===== src/sv/assert_macros.svh =====
// ---------------------------------------------------------------------------
// assert_macros.svh
// Concurrent assertion helpers shared by the RTL. Define ASSERT_OFF to drop them.
// ---------------------------------------------------------------------------
`ifndef ASSERT_MACROS_SVH
`define ASSERT_MACROS_SVH
`ifndef ASSERT_OFF
// same-cycle implication, disabled while in reset
`define ASSERT_IMPLY(lbl, clk, rst_n, ante, cons) \
  lbl: assert property (@(posedge clk) disable iff (!rst_n) (ante) |-> (cons)) \
    else $error("assertion failed");
// next-cycle implication, disabled while in reset
`define ASSERT_NEXT(lbl, clk, rst_n, ante, cons) \
  lbl: assert property (@(posedge clk) disable iff (!rst_n) (ante) |=> (cons)) \
    else $error("assertion failed");
`else
`define ASSERT_IMPLY(lbl, clk, rst_n, ante, cons)
`define ASSERT_NEXT(lbl, clk, rst_n, ante, cons)
`endif
`endif


===== src/sv/yrh_pkg.sv =====
// ---------------------------------------------------------------------------
// yrh_pkg
// Types and constants for the yaw rate hold PID.
// ---------------------------------------------------------------------------
package yrh_pkg;

  localparam int CFG_IDX_W  = 4;
  localparam int CFG_DATA_W = 32;

  typedef enum logic [CFG_IDX_W-1:0] {
    CFG_HOLD_ENABLE    = 4'd0,
    CFG_GAIN_P         = 4'd1,
    CFG_GAIN_I         = 4'd2,
    CFG_GAIN_D         = 4'd3,
    CFG_INTEGRAL_LIMIT = 4'd4,
    CFG_OUTPUT_LIMIT   = 4'd5,
    CFG_STOP_PULSES    = 4'd6,
    CFG_TURN_THRESHOLD = 4'd7
  } cfg_idx_t;

  // register reset values
  localparam logic        RST_HOLD_ENABLE    = 1'b1;
  localparam logic [15:0] RST_GAIN_P         = 16'd6144;
  localparam logic [15:0] RST_GAIN_I         = 16'd2458;
  localparam logic [15:0] RST_GAIN_D         = 16'd410;
  localparam logic [20:0] RST_INTEGRAL_LIMIT = 21'd629146;
  localparam logic [14:0] RST_OUTPUT_LIMIT   = 15'd6144;
  localparam logic [15:0] RST_STOP_PULSES    = 16'd3;
  localparam logic [14:0] RST_TURN_THRESHOLD = 15'd82;

  // 0.025 s tick in Q2.20 per Q4.12 LSB, scaled by 256
  localparam logic signed [11:0] INC_MUL      = 12'sd1638;
  // 0.00175 rad/s deadzone on the P term
  localparam logic signed [16:0] DEADZONE_LSB = 17'sd7;
  // rad to deg, Q20 -> Q8 with a 24-bit shift
  localparam logic signed [18:0] DEG_MUL      = 19'sd234685;

  typedef struct packed {
    logic signed [15:0] yaw_rate;
    logic               rate_valid;
    logic signed [15:0] turn_command;
    logic        [15:0] wheel_pulse_sum;
  } in_item_t;

  typedef struct packed {
    logic signed [15:0] correction;
    logic signed [15:0] angle_error_deg;
    logic               engaged;
  } out_item_t;

endpackage


===== src/sv/yaw_rate_hold_pid.sv =====
// Yaw rate hold PID: an input transfer reaches out_valid through these registers
// (input register, PID/state register, degree-conversion output register).
// Throughput is one item per cycle while out_ready is not stalling; the integral
// -> gain_i multiply -> output clamp -> anti-windup loop closes combinationally on
// the state register. Synchronous active-low reset clears the pipeline and state
// and loads the register defaults.
// ---------------------------------------------------------------------------
// yaw_rate_hold_pid
// Heading hold PID with integral clamp, deadzone and anti-windup.
// ---------------------------------------------------------------------------
`include "assert_macros.svh"

module yaw_rate_hold_pid (
  input  logic                             clk,
  input  logic                             rst_n,
  input  logic                             in_valid,
  output logic                             in_ready,
  input  yrh_pkg::in_item_t                in_data,
  output logic                             out_valid,
  input  logic                             out_ready,
  output yrh_pkg::out_item_t               out_data,
  input  logic                             cfg_valid,
  output logic                             cfg_ready,
  input  logic [yrh_pkg::CFG_IDX_W-1:0]    cfg_index,
  input  logic [yrh_pkg::CFG_DATA_W-1:0]   cfg_data
);

  // configuration registers
  logic        hold_en_r;
  logic [15:0] gain_p_r, gain_i_r, gain_d_r;
  logic [20:0] int_lim_r;
  logic [14:0] out_lim_r;
  logic [15:0] stop_pulses_r;
  logic [14:0] turn_thr_r;

  // state
  logic signed [21:0] integral_r, integral_nxt;
  logic signed [16:0] prev_err_r, prev_err_nxt;

  // pipeline
  logic               s0_v_r, s0_dis_r;
  logic signed [16:0] s0_err_r, s0_pe_r;
  logic signed [18:0] s0_inc_r;
  logic               s1_v_r, s1_eng_r;
  logic signed [15:0] s1_corr_r;
  logic signed [21:0] s1_int_r;
  yrh_pkg::out_item_t out_r;
  logic               out_v_r;

  logic s2_free, s1_free, s0_free, in_xfer, s1_load, s2_load, cfg_xfer, cfg_clear;

  function automatic logic signed [21:0] clamp_int(input logic signed [22:0] v,
                                                   input logic signed [22:0] lim);
    logic signed [21:0] res;
    if (v > lim) begin
      res = lim[21:0];
    end else if (v < -lim) begin
      res = 22'(-lim);
    end else begin
      res = v[21:0];
    end
    return res;
  endfunction

  // ---------------- handshake ----------------
  assign s2_free   = !out_v_r || out_ready;
  assign s1_free   = !s1_v_r || s2_free;
  assign s0_free   = !s0_v_r || s1_free;
  assign in_ready  = s0_free && rst_n;
  assign in_xfer   = in_valid && in_ready;
  assign s1_load   = s0_v_r && s1_free;
  assign s2_load   = s1_v_r && s2_free;
  assign cfg_ready = rst_n;
  assign cfg_xfer  = cfg_valid && cfg_ready;
  assign cfg_clear = cfg_xfer && (yrh_pkg::cfg_idx_t'(cfg_index) == yrh_pkg::CFG_HOLD_ENABLE)
                     && !cfg_data[0];

  // ---------------- configuration ----------------
  always_ff @(posedge clk) begin
    if (!rst_n) begin
      hold_en_r     <= yrh_pkg::RST_HOLD_ENABLE;
      gain_p_r      <= yrh_pkg::RST_GAIN_P;
      gain_i_r      <= yrh_pkg::RST_GAIN_I;
      gain_d_r      <= yrh_pkg::RST_GAIN_D;
      int_lim_r     <= yrh_pkg::RST_INTEGRAL_LIMIT;
      out_lim_r     <= yrh_pkg::RST_OUTPUT_LIMIT;
      stop_pulses_r <= yrh_pkg::RST_STOP_PULSES;
      turn_thr_r    <= yrh_pkg::RST_TURN_THRESHOLD;
    end else if (cfg_xfer) begin
      case (yrh_pkg::cfg_idx_t'(cfg_index))
        yrh_pkg::CFG_HOLD_ENABLE:    hold_en_r     <= cfg_data[0];
        yrh_pkg::CFG_GAIN_P:         gain_p_r      <= cfg_data[15:0];
        yrh_pkg::CFG_GAIN_I:         gain_i_r      <= cfg_data[15:0];
        yrh_pkg::CFG_GAIN_D:         gain_d_r      <= cfg_data[15:0];
        yrh_pkg::CFG_INTEGRAL_LIMIT: int_lim_r     <= cfg_data[20:0];
        yrh_pkg::CFG_OUTPUT_LIMIT:   out_lim_r     <= cfg_data[14:0];
        yrh_pkg::CFG_STOP_PULSES:    stop_pulses_r <= cfg_data[15:0];
        yrh_pkg::CFG_TURN_THRESHOLD: turn_thr_r    <= cfg_data[14:0];
        default: ;
      endcase
    end
  end

  // ---------------- input stage ----------------
  logic signed [16:0] turn_ext, err_in, pe_in;
  logic        [16:0] turn_mag;
  logic signed [26:0] inc_prod;
  logic               dis_in;

  always_comb begin
    turn_ext = 17'(in_data.turn_command);
    turn_mag = turn_ext[16] ? 17'(-turn_ext) : 17'(turn_ext);
    dis_in   = !hold_en_r || !in_data.rate_valid ||
               (in_data.wheel_pulse_sum < stop_pulses_r) ||
               (turn_mag > {2'b00, turn_thr_r});
    err_in   = -(17'(in_data.yaw_rate));
    inc_prod = 27'(err_in) * 27'(yrh_pkg::INC_MUL);
    pe_in    = (err_in > yrh_pkg::DEADZONE_LSB || err_in < -yrh_pkg::DEADZONE_LSB)
               ? err_in : '0;
  end

  always_ff @(posedge clk) begin
    if (!rst_n) begin
      s0_v_r <= 1'b0;
    end else if (s0_free) begin
      s0_v_r <= in_valid;
    end
    if (in_xfer) begin
      s0_dis_r <= dis_in;
      s0_err_r <= err_in;
      s0_pe_r  <= pe_in;
      s0_inc_r <= inc_prod[26:8];
    end
  end

  // ---------------- PID stage ----------------
  logic signed [22:0] lim_i, int_sum;
  logic signed [21:0] int_clamp, int_undo, int_fin;
  logic signed [17:0] diff;
  logic signed [33:0] p_prod;
  logic signed [34:0] d_prod;
  logic signed [38:0] i_prod;
  logic signed [35:0] pid_sum;
  logic signed [23:0] sum_sh, lim_o24;
  logic signed [15:0] lim_o16, corr, corr_fin;
  logic               sat;

  always_comb begin
    lim_i     = signed'({2'b00, int_lim_r});
    int_sum   = 23'(integral_r) + 23'(s0_inc_r);
    int_clamp = clamp_int(int_sum, lim_i);
    diff      = 18'(s0_err_r) - 18'(prev_err_r);
    p_prod    = 34'(signed'({1'b0, gain_p_r})) * 34'(s0_pe_r);
    d_prod    = 35'(signed'({1'b0, gain_d_r})) * 35'(diff);
    i_prod    = 39'(signed'({1'b0, gain_i_r})) * 39'(int_clamp);
    pid_sum   = 36'(p_prod) + 36'(d_prod) + 36'(signed'(i_prod[38:8]));
    sum_sh    = pid_sum[35:12];
    lim_o24   = signed'({9'd0, out_lim_r});
    lim_o16   = signed'({1'b0, out_lim_r});
    if (sum_sh > lim_o24) begin
      corr = lim_o16;
    end else if (sum_sh < -lim_o24) begin
      corr = -lim_o16;
    end else begin
      corr = sum_sh[15:0];
    end
    // output pinned in the direction of the error: drop this tick's integration
    sat = (corr >= lim_o16 && s0_err_r > 17'sd0) ||
          (corr <= -lim_o16 && s0_err_r < 17'sd0);
    int_undo = clamp_int(23'(int_clamp) - 23'(s0_inc_r), lim_i);
    int_fin  = sat ? int_undo : int_clamp;

    integral_nxt = s0_dis_r ? '0 : int_fin;
    prev_err_nxt = s0_dis_r ? '0 : s0_err_r;
    corr_fin     = s0_dis_r ? '0 : corr;
  end

  always_ff @(posedge clk) begin
    if (!rst_n) begin
      integral_r <= '0;
      prev_err_r <= '0;
      s1_v_r     <= 1'b0;
    end else begin
      if (cfg_clear) begin
        integral_r <= '0;
        prev_err_r <= '0;
      end else if (s1_load) begin
        integral_r <= integral_nxt;
        prev_err_r <= prev_err_nxt;
      end
      if (s1_free) begin
        s1_v_r <= s0_v_r;
      end
    end
    if (s1_load) begin
      s1_corr_r <= corr_fin;
      s1_int_r  <= integral_nxt;
      s1_eng_r  <= !s0_dis_r;
    end
  end

  // ---------------- degree conversion / output register ----------------
  logic signed [40:0] deg_prod;

  assign deg_prod = 41'(s1_int_r) * 41'(yrh_pkg::DEG_MUL);

  always_ff @(posedge clk) begin
    if (!rst_n) begin
      out_v_r <= 1'b0;
    end else if (s2_free) begin
      out_v_r <= s1_v_r;
    end
    if (s2_load) begin
      out_r.correction      <= s1_corr_r;
      out_r.angle_error_deg <= deg_prod[39:24];
      out_r.engaged         <= s1_eng_r;
    end
  end

  assign out_valid = out_v_r;
  assign out_data  = out_r;

  // ---------------- assertions ----------------
  logic signed [15:0] out_lim_s;
  assign out_lim_s = signed'({1'b0, out_lim_r});

  `ASSERT_IMPLY(a_bypass_zero, clk, rst_n, out_valid && !out_data.engaged, out_data.correction == '0 && out_data.angle_error_deg == '0)
  `ASSERT_IMPLY(a_corr_limit, clk, rst_n, out_valid && out_data.engaged, out_data.correction <= out_lim_s && out_data.correction >= -out_lim_s)
  `ASSERT_NEXT(a_bypass_clears, clk, rst_n, s1_load && s0_dis_r, integral_r == '0 && prev_err_r == '0)

endmodule


===== config.mk =====
export PLATFORM = sky130hd
export DESIGN_NAME = yaw_rate_hold_pid
export DESIGN_NICKNAME = d
export VERILOG_FILES = /design/src/sv/yrh_pkg.sv /design/src/sv/yaw_rate_hold_pid.sv
export VERILOG_INCLUDE_DIRS = /design/src /design/src/sv
export SDC_FILE = /design/constraint.sdc
export NUM_CORES = 2
export LEC_CHECK = 0
export ABC_AREA = 1
export CAP_MARGIN = 5
export CORE_MARGIN = 2
export CORE_UTILIZATION = 49
export DETAILED_ROUTE_END_ITERATION = 7
export DONT_BUFFER_PORTS = 1
export MAX_ROUTING_LAYER = met4
export PLACE_DENSITY = 0.63
export SYNTH_ARGS = -nofsm -noshare
export SYNTH_HDL_FRONTEND = slang
export SYNTH_SLANG_ARGS = --single-unit

===== constraint.sdc =====
create_clock -name clk -period 23.3 [get_ports clk]
set_input_delay 1.165 -clock clk [delete_from_list [all_inputs] [get_ports clk]]
set_output_delay 1.165 -clock clk [all_outputs]
set_load 0.01 [all_outputs]

==> impl_summary.log <==
[metrics] status: finished clean
[metrics] Cell variety after synth: 66
[metrics] number of instances on the worst hold path: 0
[metrics] via count of the first global-routing pass: ~52000
[metrics] reported max-cap violation count: 0
[metrics] final estimated routing congestion in global placement: approximately 0.97
[metrics] crit path DAT: 22.19 ns
[metrics] violation count after the first detailed-routing iteration: 3963
[metrics] total number of vias: 50560
[metrics] critical-path cell with the highest stage delay: sky130_fd_sc_hd__fa_1
[metrics] commonest non-fill, non-tap cells in the layout: 1962 x sky130_fd_sc_hd__inv_1, 1244 x sky130_fd_sc_hd__nand2_1, 1199 x sky130_fd_sc_hd__fa_1, 779 x sky130_fd_sc_hd__ha_1, 579 x sky130_fd_sc_hd__nor2_1
[metrics] antenna-violating nets left: 0
[metrics] cell count after synthesis: between 7000 and 8000
[metrics] cell seen most often among critical-path stages: sky130_fd_sc_hd__nand2_1
[metrics] maximum number of pins on one net before global-route repair: 111
[metrics] Layout Cell Area excl Fill: 68590 um^2
[metrics] H-tree depth: 2
[metrics] Syn-to-layout area delta: 5.048%
[metrics] buffer depth of the longest clock path: 3
[metrics] most used flip-flop cell after synthesis: sky130_fd_sc_hd__dfxtp_1
[metrics] number of synthesized flops with an enable pin: 126
[metrics] most frequent standard cell in the layout excluding fill and tap cells: sky130_fd_sc_hd__inv_1
[metrics] Wirelength per Cell: 20.42 um
[metrics] YS warnings: 0
[metrics] global-route congestion overflow total: 0
[metrics] CTS Root Buffer Type: sky130_fd_sc_hd__clkbuf_16
[metrics] share of flip-flops with an asynchronous set or reset after synthesis: 0%
[metrics] Final Hold Slack: 0.4192 ns
[metrics] period utilization: between 90% and 100%
[metrics] number of antenna violations at the first check in global routing: 18
[metrics] # rows: 133
[metrics] core region area: 131800 um^2
[metrics] routed vias/inst: 5.326
[metrics] sort of element at the start of the critical path: register
[metrics] Worst-Skew Late Latency: around 0.64 ns
[metrics] Worst-path clk slew: 0.06 ns
[metrics] Worst Max-Slew Pin Slew: 1.269 ns
[metrics] quantity of hold-fixing buffers added after cts: 0
[metrics] cell area after technology mapping: 65290 um^2
[metrics] die height: between 300 and 400 um
[metrics] Critical Path RT: 23.68 ns
[metrics] count of final hold-check violations: 0
[metrics] type of the most critical hold path: register to register
[metrics] maximum fanout encountered on the critical timing path: 22
[metrics] fraction of layout instances using a drive strength above 1: 3.950%
[metrics] Critical Setup Path Class: register to register
[metrics] critical register-to-register path endpoint: s1_int_r[6]$_DFFE_PP_
[metrics] flops & latches, synth: 284
[metrics] total placed instance area: about 67000 um^2
[metrics] all-layer global routing usage: 30.27%
[metrics] horizontal extent of the die: roughly 370 um
[metrics] Post-CTS Setup Bufs: 0
[metrics] setup clock skew after layout: 0.03050 ns
[metrics] wire length of the first global-routing pass: 305000 um
[metrics] cell type with the highest aggregate area in the netlist: sky130_fd_sc_hd__fa_1
[metrics] top cells by area in the synthesized netlist: sky130_fd_sc_hd__fa_1 37%, sky130_fd_sc_hd__ha_1 15%, sky130_fd_sc_hd__inv_1 11%
[metrics] sequential element share of the synthesized area: 10.64%
[metrics] Final Setup Violations: 0
[metrics] Layout Nets: 9732
[metrics] Final min period: 21.81 ns
[metrics] Final Core Density: 52.04%
[metrics] delay of the slowest cell on the worst path: 0.55 ns
[metrics] clock sinks: 284
[metrics] kind of end point of the critical path: register
[metrics] net count of the mapped netlist: 9843
[metrics] R2R Path Start: s0_inc_r[0]$_DFFE_PP_
[metrics] top-level port count: 126
[metrics] Total Die Area: 136200 um^2
[metrics] number of clock buffers inserted by TritonCTS: 42
[metrics] initial core utilization: 49.54%
[metrics] total iterations of the first detailed-routing run: 6
[metrics] number of cells in the finished layout apart from fillers: about 9500
[metrics] area share of the largest cell type after synthesis: 36.76%
[metrics] worst r2r path cells: 113
[metrics] filler instances: 12500
[metrics] Reg2Reg Setup Slack: between 1 and 1.5 ns
[metrics] startpoint of the worst hold path: s1_corr_r[1]$_SDFFCE_PP0P_
[metrics] total placed cells including tap cells: 9373
[metrics] detailed-route DRC error count: 0
[metrics] achievable clock frequency: 0.04584 GHz
[metrics] worst hold path endpoint: out_data[18]$_DFFE_PP_
[metrics] TritonCTS clock tree: built
[metrics] buffers added on ports: 0
[metrics] wirelength, routed: 193800 um
[metrics] post-synthesis area per instance: 8.398 um^2
[metrics] final-report max-slew violation count: 0
[metrics] worst slew slack as a fraction of its limit: 15.17%
[metrics] half-perimeter wire length after placement: roughly 160000 um
[cells in the mapped netlist (27+ instances only)]
library cell and number:
sky130_fd_sc_hd__inv_1 1964, sky130_fd_sc_hd__nand2_1 1250, sky130_fd_sc_hd__fa_1 1199, sky130_fd_sc_hd__ha_1 779, sky130_fd_sc_hd__nor2_1 582, sky130_fd_sc_hd__a21oi_1 388, sky130_fd_sc_hd__o21ai_0 272, sky130_fd_sc_hd__clkbuf_1 171
sky130_fd_sc_hd__dfxtp_1 158, sky130_fd_sc_hd__xor2_1 147, sky130_fd_sc_hd__edfxtp_1 126, sky130_fd_sc_hd__nand3_1 125, sky130_fd_sc_hd__xnor2_1 78, sky130_fd_sc_hd__nand4_1 43, sky130_fd_sc_hd__nor3_1 43, sky130_fd_sc_hd__o211ai_1 36
sky130_fd_sc_hd__inv_2 30, sky130_fd_sc_hd__a211oi_1 29, sky130_fd_sc_hd__clkinv_1 27
[logic make-up (layout without fill, tap and decap cells)]
family                     after synthesis  count (layout)  share of synthesized area (%)
xor gates and xnor gates               227             227                          3.068
buffers and inverters                 2233            2155                          12.99
other                                    0              41                              0
adders and majority gates             1978            1978                          51.69
DFF                                    284             284                          10.64
AOI/OAI and AO/OA                      868             868                          7.550
and+or+nand+nor                       2185            2185                          14.06
[registers in the layout, indices dropped and copies added, names as in the netlist, 15 cells and up]
signal	count
gain_d_r	16
gain_i_r	16
gain_p_r	16
int_lim_r	21
integral_r	22
out_data	33
out_lim_r	15
prev_err_r	17
s0_err_r	17
s0_inc_r	19
s0_pe_r	17
s1_corr_r	16
s1_int_r	22
stop_pulses_r	16
turn_thr_r	15
[worst max-delay path: cells and delay by family (launching register included)]
| kind | cells | cell delay (ns) |
|---|---|---|
| flops | 1 | 0.39 |
| fa+ha+maj | 21 | 8.52 |
| xor+xnor | 3 | 0.60 |
| simple gates | 37 | 4.01 |
| compound gates | 31 | 5.60 |
| buf+inv | 21 | 2.35 |
[repair_timing]
item                                    4_1_cts  5_1_grt
endpoints found under the hold margin         0        0
resized for setup                             0       16
endpoints found under the setup margin        0       44
[final cells by class]
cell class | instances | area, um^2 | area share (%)
multi-input combinational | 5258 | 49930 | 72.80
inverter | 2021 | 7596 | 11.08
sequential | 284 | 6947 | 10.13
tap | 1755 | 2196 | 3.202
clock buffer | 57 | 1190 | 1.735
timing repair buffer | 55 | 425.4 | 0.6202
clock inverter | 20 | 183.9 | 0.2682
antenna | 41 | 102.6 | 0.1496
timing repair inverter | 2 | 15.01 | 0.02189
[how the worst max path moves through the flow]
stage | startpoint | end | slack (ns) | depth (start not counted)
floorplan | s0_inc_r[0]$_DFFE_PP_ | s1_int_r[0]$_DFFE_PP_ | 5.36 | 111
global placement | s0_inc_r[0]$_DFFE_PP_ | s1_int_r[7]$_DFFE_PP_ | 0.71 | 111
detailed placement | s0_inc_r[0]$_DFFE_PP_ | s1_int_r[7]$_DFFE_PP_ | 0.56 | 111
CTS | s0_inc_r[0]$_DFFE_PP_ | s1_int_r[7]$_DFFE_PP_ | 0.52 | 111
global route | s0_inc_r[0]$_DFFE_PP_ | s1_int_r[19]$_DFFE_PP_ | -0.01 | 113
finish | s0_inc_r[0]$_DFFE_PP_ | s1_int_r[6]$_DFFE_PP_ | 1.49 | 113
[metrics by stage]
stage,worst slack (ns),setup TNS [ns]
2_1_floorplan,5.361,0
3_5_place_dp,0.5646,0
6_report,1.485,0
5_1_grt,-0.01394,-0.01618
3_3_place_gp,0.7061,0
4_1_cts,0.5212,0
[per-layer routing]
metal / vias to the layer above / routed length, um / track usage (%) / share of wire [%]
met5: - / 0 / - / 0
met4: 0 / 8615 / 11.96 / 4.4
met3: 325 / 16000 / 6.447 / 8.3
met2: 1708 / 88330 / 46.69 / 46
met1: 25200 / 80890 / 38.95 / 42
li1: 23330 / - / - / -
Power is not shown: default switching activity piles up to over one toggle a cycle in this logic, so the estimate is an artifact.
